`src/hw/rtl/sgls_pkg.sv`:
```
// Shared widths, part codes and word types for the scatter-gather list splitter.
`default_nettype none

package sgls_pkg;

  localparam int BaseW  = 64;
  localparam int LenW   = 32;
  localparam int OffW   = 40;
  localparam int CountW = 9;

  // Largest value a count field can hold.
  localparam int CountMax = (2 ** CountW) - 1;

  localparam logic PartHead = 1'b0;
  localparam logic PartTail = 1'b1;

  typedef struct packed {
    logic [BaseW-1:0] desc_base;
    logic [LenW-1:0]  desc_length;
    logic [OffW-1:0]  split_offset;
    logic             first_desc;
    logic             last_desc;
  } sgls_item_t;

  typedef struct packed {
    logic              part;
    logic [BaseW-1:0]  out_base;
    logic [LenW-1:0]   out_length;
    logic              last_of_item;
    logic              list_done;
    logic [CountW-1:0] head_count;
    logic [CountW-1:0] tail_count;
  } sgls_res_t;

  // One or two output words produced by a single descriptor.
  typedef struct packed {
    logic      two;
    sgls_res_t r0;
    sgls_res_t r1;
  } sgls_pair_t;

endpackage

`default_nettype wire

```
`src/hw/rtl/sgls_if.sv`:
```
// Valid/ready channel interfaces for descriptor words and part words.
`default_nettype none

interface sgls_desc_if;
  logic                        valid;
  logic                        ready;
  logic [sgls_pkg::BaseW-1:0]  desc_base;
  logic [sgls_pkg::LenW-1:0]   desc_length;
  logic [sgls_pkg::OffW-1:0]   split_offset;
  logic                        first_desc;
  logic                        last_desc;

  modport source (
    output valid, desc_base, desc_length, split_offset, first_desc, last_desc,
    input  ready
  );
  modport sink (
    input  valid, desc_base, desc_length, split_offset, first_desc, last_desc,
    output ready
  );
endinterface

interface sgls_part_if;
  logic                        valid;
  logic                        ready;
  logic                        part;
  logic [sgls_pkg::BaseW-1:0]  out_base;
  logic [sgls_pkg::LenW-1:0]   out_length;
  logic                        last_of_item;
  logic                        list_done;
  logic [sgls_pkg::CountW-1:0] head_count;
  logic [sgls_pkg::CountW-1:0] tail_count;

  modport source (
    output valid, part, out_base, out_length, last_of_item, list_done,
           head_count, tail_count,
    input  ready
  );
  modport sink (
    input  valid, part, out_base, out_length, last_of_item, list_done,
           head_count, tail_count,
    output ready
  );
endinterface

`default_nettype wire

```
`src/hw/rtl/scatter_gather_list_splitter.sv`:
```
// Top level of the scatter-gather list splitter.
// Descriptors (base, length) enter on descs and leave on parts as head parts
// (before the split offset) and tail parts (from the offset on); the offset is
// taken with the word marked first_desc. A descriptor is taken every cycle as
// long as the output side takes a word every cycle: the one descriptor that
// straddles the offset gives two words (head, then tail); the second buffer slot
// soaks up the extra word, and the input is held when another two-word
// descriptor arrives before that slot has drained. A descriptor passes through
// an input register, the split logic, then the result buffer. The closing word
// of a list (list_done) carries the head and tail counts, saturating at
// MAX_DESCRIPTORS and MAX_DESCRIPTORS + 1, each capped at CountMax.
`default_nettype none

module scatter_gather_list_splitter
  import sgls_pkg::*;
#(
  parameter int MAX_DESCRIPTORS = 256
) (
  input  wire logic   clk,
  input  wire logic   rst,
  sgls_desc_if.sink   descs,
  sgls_part_if.source parts
);

  logic       item_valid;
  logic       item_valid_next;
  sgls_item_t item;
  sgls_pair_t pair;
  logic       push_ready;
  logic       take;
  logic       load;

  assign take        = item_valid && push_ready;
  assign descs.ready = !item_valid || take;
  assign load        = descs.valid && descs.ready;

  always_comb begin
    item_valid_next = item_valid;
    if (load) begin
      item_valid_next = 1'b1;
    end else if (take) begin
      item_valid_next = 1'b0;
    end
  end

  always_ff @(posedge clk) begin
    if (rst) begin
      item_valid <= 1'b0;
    end else begin
      item_valid <= item_valid_next;
    end
  end

  always_ff @(posedge clk) begin
    if (load) begin
      item.desc_base    <= descs.desc_base;
      item.desc_length  <= descs.desc_length;
      item.split_offset <= descs.split_offset;
      item.first_desc   <= descs.first_desc;
      item.last_desc    <= descs.last_desc;
    end
  end

  sgls_split #(
    .MAX_DESCRIPTORS(MAX_DESCRIPTORS)
  ) u_split (
    .clk  (clk),
    .rst  (rst),
    .item (item),
    .take (take),
    .pair (pair)
  );

  sgls_out_buf u_out_buf (
    .clk        (clk),
    .rst        (rst),
    .pair       (pair),
    .push_valid (item_valid),
    .push_ready (push_ready),
    .parts      (parts)
  );

endmodule

`default_nettype wire

```
`src/hw/rtl/sgls_split.sv`:
```
// Split decision for one descriptor, with the seek offset and part counters.
`default_nettype none

module sgls_split
  import sgls_pkg::*;
#(
  parameter int MAX_DESCRIPTORS = 256
) (
  input  wire logic       clk,
  input  wire logic       rst,
  input  wire sgls_item_t item,
  input  wire logic       take,
  output sgls_pair_t      pair
);

  localparam int HeadCapInt = (MAX_DESCRIPTORS < CountMax) ? MAX_DESCRIPTORS : CountMax;
  localparam int TailCapInt = (MAX_DESCRIPTORS + 1 < CountMax) ? MAX_DESCRIPTORS + 1
                                                                : CountMax;
  localparam logic [CountW-1:0] HeadCap = CountW'(HeadCapInt);
  localparam logic [CountW-1:0] TailCap = CountW'(TailCapInt);

  logic [OffW-1:0]   remaining_offset;
  logic              in_tail_phase;
  logic [CountW-1:0] heads_seen;
  logic [CountW-1:0] tails_seen;

  logic [OffW-1:0]   remaining_offset_next;
  logic              in_tail_phase_next;
  logic [CountW-1:0] heads_seen_next;
  logic [CountW-1:0] tails_seen_next;

  logic [OffW-1:0]   eff_off;
  logic              tail_now;
  logic [CountW-1:0] heads0;
  logic [CountW-1:0] tails0;
  logic [OffW-1:0]   len_ext;
  logic              below;
  logic [LenW-1:0]   rest;
  logic [BaseW-1:0]  cut_base;

  always_comb begin
    eff_off  = item.first_desc ? item.split_offset : remaining_offset;
    tail_now = item.first_desc ? 1'b0 : in_tail_phase;
    if (eff_off == '0) begin
      tail_now = 1'b1;
    end
    heads0   = item.first_desc ? '0 : heads_seen;
    tails0   = item.first_desc ? '0 : tails_seen;
    len_ext  = {{(OffW-LenW){1'b0}}, item.desc_length};
    below    = len_ext < eff_off;
    // only used when the descriptor covers the offset, so eff_off fits LenW
    rest     = item.desc_length - eff_off[LenW-1:0];
    cut_base = item.desc_base + {{(BaseW-OffW){1'b0}}, eff_off};
  end

  always_comb begin
    pair                  = '0;
    heads_seen_next       = heads0;
    tails_seen_next       = tails0;
    remaining_offset_next = '0;
    in_tail_phase_next    = 1'b1;

    if (tail_now) begin
      pair.r0.part       = PartTail;
      pair.r0.out_base   = item.desc_base;
      pair.r0.out_length = item.desc_length;
      if (tails0 < TailCap) begin
        tails_seen_next = tails0 + CountW'(1);
      end
    end else if (below) begin
      pair.r0.part          = PartHead;
      pair.r0.out_base      = item.desc_base;
      pair.r0.out_length    = item.desc_length;
      remaining_offset_next = eff_off - len_ext;
      in_tail_phase_next    = 1'b0;
      if (heads0 < HeadCap) begin
        heads_seen_next = heads0 + CountW'(1);
      end
    end else begin
      pair.r0.part       = PartHead;
      pair.r0.out_base   = item.desc_base;
      pair.r0.out_length = eff_off[LenW-1:0];
      if (heads0 < HeadCap) begin
        heads_seen_next = heads0 + CountW'(1);
      end
      if (rest != '0) begin
        pair.two           = 1'b1;
        pair.r1.part       = PartTail;
        pair.r1.out_base   = cut_base;
        pair.r1.out_length = rest;
        if (tails0 < TailCap) begin
          tails_seen_next = tails0 + CountW'(1);
        end
      end
    end

    // tag the closing word of this descriptor
    if (pair.two) begin
      pair.r1.last_of_item = 1'b1;
      if (item.last_desc) begin
        pair.r1.list_done  = 1'b1;
        pair.r1.head_count = heads_seen_next;
        pair.r1.tail_count = tails_seen_next;
      end
    end else begin
      pair.r0.last_of_item = 1'b1;
      if (item.last_desc) begin
        pair.r0.list_done  = 1'b1;
        pair.r0.head_count = heads_seen_next;
        pair.r0.tail_count = tails_seen_next;
      end
    end
  end

  always_ff @(posedge clk) begin
    if (rst) begin
      remaining_offset <= '0;
      in_tail_phase    <= 1'b0;
      heads_seen       <= '0;
      tails_seen       <= '0;
    end else if (take) begin
      remaining_offset <= remaining_offset_next;
      in_tail_phase    <= in_tail_phase_next;
      heads_seen       <= heads_seen_next;
      tails_seen       <= tails_seen_next;
    end
  end

endmodule

`default_nettype wire

```
`src/hw/rtl/sgls_out_buf.sv`:
```
// Two-word result buffer: takes one or two words per descriptor, sends one per cycle while parts.ready is high.
`default_nettype none

module sgls_out_buf
  import sgls_pkg::*;
(
  input  wire logic       clk,
  input  wire logic       rst,
  input  wire sgls_pair_t pair,
  input  wire logic       push_valid,
  output logic            push_ready,
  sgls_part_if.source     parts
);

  logic [1:0] cnt;
  logic [1:0] cnt_next;
  sgls_res_t  slot0;
  sgls_res_t  slot1;
  sgls_res_t  slot0_next;
  sgls_res_t  slot1_next;

  logic       pop;
  logic       push;
  logic [1:0] cnt_left;
  logic [1:0] n;
  logic [2:0] fill;

  assign parts.valid        = cnt != 2'd0;
  assign parts.part         = slot0.part;
  assign parts.out_base     = slot0.out_base;
  assign parts.out_length   = slot0.out_length;
  assign parts.last_of_item = slot0.last_of_item;
  assign parts.list_done    = slot0.list_done;
  assign parts.head_count   = slot0.head_count;
  assign parts.tail_count   = slot0.tail_count;

  assign pop        = (cnt != 2'd0) && parts.ready;
  assign cnt_left   = cnt - {1'b0, pop};
  assign n          = pair.two ? 2'd2 : 2'd1;
  assign fill       = {1'b0, cnt_left} + {1'b0, n};
  assign push_ready = fill <= 3'd2;
  assign push       = push_valid && push_ready;

  always_comb begin
    slot0_next = slot0;
    slot1_next = slot1;
    if (pop && (cnt == 2'd2)) begin
      slot0_next = slot1;
    end
    if (push) begin
      if (cnt_left == 2'd0) begin
        slot0_next = pair.r0;
        slot1_next = pair.r1;
      end else begin
        slot1_next = pair.r0;
      end
    end
    cnt_next = push ? fill[1:0] : cnt_left;
  end

  always_ff @(posedge clk) begin
    if (rst) begin
      cnt <= 2'd0;
    end else begin
      cnt <= cnt_next;
    end
  end

  always_ff @(posedge clk) begin
    slot0 <= slot0_next;
    slot1 <= slot1_next;
  end

endmodule

`default_nettype wire
```
`src/flat_wrapper.sv`:
```
// flat-port wrapper written by rule: the top's interface ports become plain ports
module scatter_gather_list_splitter_flat import sgls_pkg::*;
#(
  parameter int MAX_DESCRIPTORS = 256
)
  (clk, rst, descs_valid, descs_desc_base, descs_desc_length, descs_split_offset, descs_first_desc, descs_last_desc, descs_ready, parts_valid, parts_part, parts_out_base, parts_out_length, parts_last_of_item, parts_list_done, parts_head_count, parts_tail_count, parts_ready);
  sgls_desc_if descs_i ();
  sgls_part_if parts_i ();
  input  wire logic clk;
  input  wire logic rst;
  input wire logic [$bits(descs_i.valid)-1:0] descs_valid;
  input wire logic [$bits(descs_i.desc_base)-1:0] descs_desc_base;
  input wire logic [$bits(descs_i.desc_length)-1:0] descs_desc_length;
  input wire logic [$bits(descs_i.split_offset)-1:0] descs_split_offset;
  input wire logic [$bits(descs_i.first_desc)-1:0] descs_first_desc;
  input wire logic [$bits(descs_i.last_desc)-1:0] descs_last_desc;
  output wire logic [$bits(descs_i.ready)-1:0] descs_ready;
  output wire logic [$bits(parts_i.valid)-1:0] parts_valid;
  output wire logic [$bits(parts_i.part)-1:0] parts_part;
  output wire logic [$bits(parts_i.out_base)-1:0] parts_out_base;
  output wire logic [$bits(parts_i.out_length)-1:0] parts_out_length;
  output wire logic [$bits(parts_i.last_of_item)-1:0] parts_last_of_item;
  output wire logic [$bits(parts_i.list_done)-1:0] parts_list_done;
  output wire logic [$bits(parts_i.head_count)-1:0] parts_head_count;
  output wire logic [$bits(parts_i.tail_count)-1:0] parts_tail_count;
  input wire logic [$bits(parts_i.ready)-1:0] parts_ready;
  assign descs_i.valid = descs_valid;
  assign descs_i.desc_base = descs_desc_base;
  assign descs_i.desc_length = descs_desc_length;
  assign descs_i.split_offset = descs_split_offset;
  assign descs_i.first_desc = descs_first_desc;
  assign descs_i.last_desc = descs_last_desc;
  assign descs_ready = descs_i.ready;
  assign parts_valid = parts_i.valid;
  assign parts_part = parts_i.part;
  assign parts_out_base = parts_i.out_base;
  assign parts_out_length = parts_i.out_length;
  assign parts_last_of_item = parts_i.last_of_item;
  assign parts_list_done = parts_i.list_done;
  assign parts_head_count = parts_i.head_count;
  assign parts_tail_count = parts_i.tail_count;
  assign parts_i.ready = parts_ready;
  scatter_gather_list_splitter #(.MAX_DESCRIPTORS(MAX_DESCRIPTORS)) u_core (.clk(clk), .rst(rst), .descs(descs_i), .parts(parts_i));
endmodule
```
`config.mk`:
```
export PLATFORM = sky130hd
export DESIGN_NAME = scatter_gather_list_splitter_flat
export DESIGN_NICKNAME = d
export VERILOG_FILES = /design/src/hw/rtl/sgls_pkg.sv /design/src/hw/rtl/sgls_if.sv /design/src/hw/rtl/scatter_gather_list_splitter.sv /design/src/hw/rtl/sgls_split.sv /design/src/hw/rtl/sgls_out_buf.sv /design/src/flat_wrapper.sv
export SDC_FILE = /design/constraint.sdc
export NUM_CORES = 1
export LEC_CHECK = 0
export ABC_AREA = 1
export ABC_CLOCK_PERIOD_IN_PS = 14500
export BUFFER_PORTS_ARGS = -buffer_cell sky130_fd_sc_hd__buf_4
export CORE_ASPECT_RATIO = 0.5
export CORE_MARGIN = 2
export CORE_UTILIZATION = 50
export DETAILED_ROUTE_END_ITERATION = 8
export MAX_ROUTING_LAYER = met4
export PLACE_DENSITY = 0.68
export SYNTH_ARGS = -nofsm -noshare
export SYNTH_HDL_FRONTEND = slang
export SYNTH_SLANG_ARGS = --single-unit
```
`constraint.sdc`:
```
create_clock -name clk -period 14.5 [get_ports clk]
set_input_delay 2.9 -clock clk [delete_from_list [all_inputs] [get_ports clk]]
set_output_delay 2.9 -clock clk [all_outputs]
set_load 0.01 [all_outputs]
```
* Word-level counts from Yosys, hierarchy flattened
Index checks and enable logic that the tools add are counted.
Widths: inputs -> output; s select.
** Cells by class
- $add $sub $neg :: 7
- $lt $le $gt $ge :: 4
- Equal/unequal tests :: 1
- Muxes and demuxes :: 34
- Reductions and logical operators :: 11
** Operators with widths (number)
- $mux 117 :: 4
- $mux 97 :: 4
- $mux 40 :: 3
- $mux 9 :: 8
- $add 64x40->64 :: 1
- $logic_not 40->1 :: 1
- $lt 32x40->1 :: 1
- $mux 20 :: 2
- $sub 40x32->40 :: 1
- $mux 32 :: 1
- $reduce_bool 32->1 :: 1
- $sub 32x32->32 :: 1
- $mux 19 :: 1
- $add 9x1->9 const B :: 2
- $lt 9x9->1 const B :: 2
- $mux 1 :: 9
- $logic_and 1x1->1 :: 4
- $mux 2 :: 2
- $reduce_bool 2->1 :: 2
- $add 2x2->3 :: 1
- $le 3x2->1 const B :: 1
- $eq 2x2->1 const B :: 1
- $logic_not 2->1 :: 1
- $sub 2x1->2 :: 1
- other kinds (2) :: 2
** Storage, ports and cells
- Register bits after elaboration :: 434
- Output and inout port bits :: 119
- Logic and storage cells :: 82

* Depth between registers and ports, before layout
- Depth after elaboration :: 13
- Gate-level depth with buffers :: 37
- Depth with buffers taken out :: 33

* Cells and area by module
Synthesis repeated with hierarchy kept, for this count alone.
** Second synthesis, totals
- Cells, all modules :: 3921
- Area, all modules :: 28009.4 µm²
** By module, submodules not included
- sgls_split :: instances 1, cells an instance 2343, area each 12772.2 µm², sequential area each 1181.1 µm²
- sgls_out_buf :: instances 1, cells an instance 1432, area each 11038.1 µm², sequential area each 5895.7 µm²
- scatter_gather_list_splitter :: instances 1, cells an instance 146, area each 4199.0 µm², sequential area each 4164.0 µm²

* Worst setup path after synthesis
No wires, ideal clock.
- Kind :: input port to flip-flop
- From :: input parts_ready
- To :: register u_core.item[0] (netlist name)
- Library setup time :: 0.681 ns
- Arrival :: 10.778 ns
- Path slack :: 3.040 ns
- Stages :: 12
- Path buffers :: 0
- Cells stage by stage :: inv_1 a21oi_1 ha_1 xnor2_1 inv_1 nand3_1 nand2_1 inv_1 ha_1 nand3_4 nand2_1 a21oi_1
** Between the ends
- Cells in the longest elaborated chain, start to end :: 7
** Ends and longest elaborated chain
- start, declared :: line flat_wrapper.sv:26 : input wire logic [$bits(parts_i.ready)-1:0] parts_ready;
- $logic_and 1x1->1 :: line sgls_out_buf.sv:37 : assign pop = (cnt != 2'd0) && parts.ready;
- $sub 2x1->2 :: line sgls_out_buf.sv:38 : assign cnt_left = cnt - {1'b0, pop};
- $add 2x2->3 :: line sgls_out_buf.sv:40 : assign fill = {1'b0, cnt_left} + {1'b0, n};
- $le 3x2->1 :: line sgls_out_buf.sv:41 : assign push_ready = fill <= 3'd2;
- $logic_and 1x1->1 :: line scatter_gather_list_splitter.sv:33 : assign take = item_valid && push_ready;
- $logic_or 1x1->1 :: line scatter_gather_list_splitter.sv:34 : assign descs.ready = !item_valid || take;
- $logic_and 1x1->1 :: line scatter_gather_list_splitter.sv:35 : assign load = descs.valid && descs.ready;
Every way passes these cells.
A chain may end at the register's enable or synchronous reset.

* Worst setup path in the final report
- From :: register u_core.item[1] (netlist name)
- To :: output descs_ready
** Between the ends
- Cells in the longest elaborated chain, start to end :: 11
- Elaborated cells between the ends (all ways) :: 15
** Ends and longest elaborated chain
- $mux 40 :: line sgls_split.sv:42 : eff_off = item.first_desc ? item.split_offset : remaining_offset;
- $sub 32x32->32 :: line sgls_split.sv:52 : rest = item.desc_length - eff_off[LenW-1:0];
- $reduce_bool 32->1 :: line sgls_split.sv:86 : if (rest != '0) begin
- $mux 1 :: line sgls_split.sv:86
- $mux 1 :: line sgls_split.sv:70 : end else if (below) begin
- $mux 1 * :: line sgls_split.sv:63 : if (tail_now) begin
- $mux 2 * :: line sgls_out_buf.sv:39 : assign n = pair.two ? 2'd2 : 2'd1;
- $add 2x2->3 * :: line sgls_out_buf.sv:40
- $le 3x2->1 * :: line sgls_out_buf.sv:41
- $logic_and 1x1->1 * :: line scatter_gather_list_splitter.sv:33
- $logic_or 1x1->1 * :: line scatter_gather_list_splitter.sv:34
- end, declared :: line flat_wrapper.sv:17 : output wire logic [$bits(descs_i.ready)-1:0] descs_ready;
Mark *: on every way between the ends. The rest lies on a longest branch, timed or not.

==> results.sh <==
export IMPL_row_count=59
export IMPL_hold_violations=0
export IMPL_ys_types=52
export IMPL_h_tree_depth=2
export IMPL_gr_total_overflow=0
export IMPL_p_per_area_nw_per_um2=236.2
export IMPL_clockBufferDepth=3
export IMPL_tightestPinTransition_ns=1.348
export IMPL_vdd_drop_max_uv=145.2
export IMPL_dieHeight_um=167.3
export IMPL_r2r_slack_ns=6.54
export IMPL_globalRouteTotalUtil_pct=36.51
export IMPL_post_place_ws_ns=5.643
export IMPL_layout_common_cells="1465 x nand2_1, 484 x inv_1, 300 x nor2_1"
export IMPL_drt_iter0_drc=2742
export IMPL_routed_wl_um=99760
export IMPL_syn_inst=3768
export IMPL_fin_nets=4234
export IMPL_fin_ws_ns=4.773
export IMPL_ys_top_cells_by_area="edfxtp_1 29%, nand2_1 21%, dfxtp_1 13%, inv_1 6.8%, ha_1 5.4%"
export IMPL_crit_top_cell="nand2_1"
export IMPL_ys_ff_latch=434
export IMPL_min_delay_path_depth=2
export IMPL_seqCellArea_um2=11240
export IMPL_worstSetupPathType="reg2out"
export IMPL_fillers=4980
export IMPL_hold_path_class="reg2reg"
export IMPL_syn_num_nets=4029
export IMPL_crit_slowest_cell="ha_1"
export IMPL_grt_max_degree=118
export IMPL_wl_per_cell_um=21.18
export IMPL_initial_core_util_pct=50.96
export IMPL_final_period_utilization_pct=67.08
export IMPL_place_gp_congestion=1.051
export IMPL_die_area_um2=55320
export IMPL_min_to="u_core.u_out_buf.parts.out_base[45]"
export IMPL_rr_worst_depth=27
export IMPL_finClkSkew_ns=0.03391
export IMPL_grt_pass1_vias=23940
export IMPL_slew_headroom_pct=9.910
export IMPL_cts_hold_buf=0
export IMPL_drv_slew=0
export IMPL_hold_path_startpoint="u_core.item[119]"
export IMPL_vias_per_cell=5.475
export IMPL_drc=0
export IMPL_critical_path_required_ns=11.60
export IMPL_synthesis_area_um2=26670
export IMPL_drive_gt1_share_pct=10.64
export IMPL_whs_ns=0.5024
export IMPL_insertion_delay_ns=0.60
export IMPL_multiInputGateArea_um2=13000
export IMPL_firstDrtPassIters=6
export IMPL_ios=261
export IMPL_antenna_found_initial=4
export IMPL_async_flop_share_pct=0
export IMPL_mostFrequentLayoutCell="nand2_1"
export IMPL_io_buffers=260
export IMPL_ctsResizeCount=0
export IMPL_startpoint_type="flip-flop"
export IMPL_core_area_um2=52340
export IMPL_r2r_start="u_core.item[1]"
export IMPL_cp_end_kind="output pin"
export IMPL_fin_tns_setup_ns=0
export IMPL_yosysTopAreaCell="edfxtp_1"
export IMPL_synth_top_area_share_pct=28.71
export IMPL_dieWidth_um=330.6
export IMPL_synth_edf_count=255
export IMPL_fin_crit_ns=9.727
export IMPL_area_growth_pct=14.59
export IMPL_postCtsSetupBuffers=0
export IMPL_rsz0062_at_grt="no"
export IMPL_cts_tree="built"
export IMPL_critPathMaxFanout=35
export IMPL_antenna_left=0
export IMPL_post_route_util_pct=58.39
export IMPL_cts_root_buffer="clkbuf_16"
export IMPL_power_leakage_nw=15.13
export IMPL_worstReg2RegEnd="u_core.u_out_buf.slot1[26]"
export IMPL_cts_sinks=434
export IMPL_crit_path_max_incr_delay_ns=0.54
export IMPL_dp_hpwl_um=76840
export IMPL_finalSetupViolations=0
export IMPL_grt_first_pass_wirelength_um=147100
export IMPL_critPathArrivalTime_ns=6.83
export IMPL_cts_made_buffers=40
export IMPL_syn_avg_cell_area_um2=7.078
export IMPL_maxCapViolCount=0
export IMPL_clock_fmax_mhz=102.8
export IMPL_run_status="completed"
export IMPL_clk_pin_slew_worst_paths_ns=0.06
export IMPL_synth_warnings=0
export IMPL_vias=25790
export IMPL_synth_ff_type="edfxtp_1"
export IMPL_synth_seq_area_share_pct=42.15
## layout make-up
cell class | instances | area share [%]
flip-flops and latches | 434 | 36.78
multi-input cells | 2697 | 42.54
repair buffers | 292 | 7.213
well taps | 701 | 2.870
inverters | 508 | 6.243
clock buffers | 52 | 3.488
clock inverters | 22 | 0.8351
diodes | 4 | 0.03275
## critical path, delay by kind of cell, from the launching register on
kind / cells / cell delay, ns
fa+ha+maj: 2 / 0.87
buf+inv: 6 / 1.38
compound gates: 1 / 0.26
flops: 1 / 0.32
simple gates: 17 / 3.37
## logic make-up after synthesis
group	after synthesis	synth area share (%)
flops	434	42.15
fa+ha+maj	119	5.667
buf+inv	637	9.298
xor+xnor	64	2.102
mux	1	0.03753
simple gates	2040	30.87
compound gates	473	9.880
## worst max-delay path by stage
stage | start | to | cells past startpoint
CTS | u_core.item[1] | descs_ready | 26
detailed placement | u_core.item[1] | descs_ready | 26
global route | u_core.item[1] | descs_ready | 28
global placement | u_core.item[1] | descs_ready | 26
floorplan | parts_ready | u_core.item[0] | 12
finish | u_core.item[1] | descs_ready | 26
## where the power goes
part	switching (W)	total, W	internal [W]
clock	0.000514	0.00110	0.000586
sequential	0.000232	0.00210	0.00187
combinational	0.00279	0.00401	0.00122
total	0.00354	0.00722	0.00368
## layer usage
layer,GRT usage [%],up-vias,wire [um]
li1,-,12400,-
met1,51.89,12210,45300
met2,55.39,1040,44140
met3,5.438,141,8150
met4,7.279,0,2164
met5,-,-,0
## registers in the layout (all words and copies together), names as in the netlist
signal,count
u_core.u_out_buf.cnt,2
u_core.u_out_buf.parts.part,1
u_core.u_out_buf.parts.out_base,64
u_core.u_out_buf.parts.head_count,9
u_core.u_split.in_tail_phase,1
u_core.u_out_buf.parts.tail_count,9
u_core.u_split.heads_seen,9
u_core.item,138
u_core.u_out_buf.parts.last_of_item,1
u_core.u_split.remaining_offset,40
u_core.item_valid,1
u_core.u_split.tails_seen,9
u_core.u_out_buf.parts.list_done,1
u_core.u_out_buf.parts.out_length,32
u_core.u_out_buf.slot1,117
## synth_stat cells (all sizes together), types with 8 or more instances
master and count:
nor3 28, clkbuf 76, o22ai 14, a31oi 13, xnor2 21, a22o 23, a21boi 11, o21a 18
nand4 59, o21bai 11, nor2 316, xor2 43, nor4 15, nand3b 8, nand3 110, buf 53
ha 116, o21ai 208, or2 29, nand2 1471, dfxtp 179, a21oi 159, edfxtp 255, inv 505
## per-stage QoR
stage,total power (W),area [um2],std cells
after floorplan,0.004638,26670,3768
after global placement,0.005989,29220,4631
after detailed placement,0.006030,29230,4632
after CTS,0.007147,30550,4706
after global routing,0.007691,30560,4709
final,0.007218,30560,4710
No activity file was read; power rests on OpenSTA's default activity.
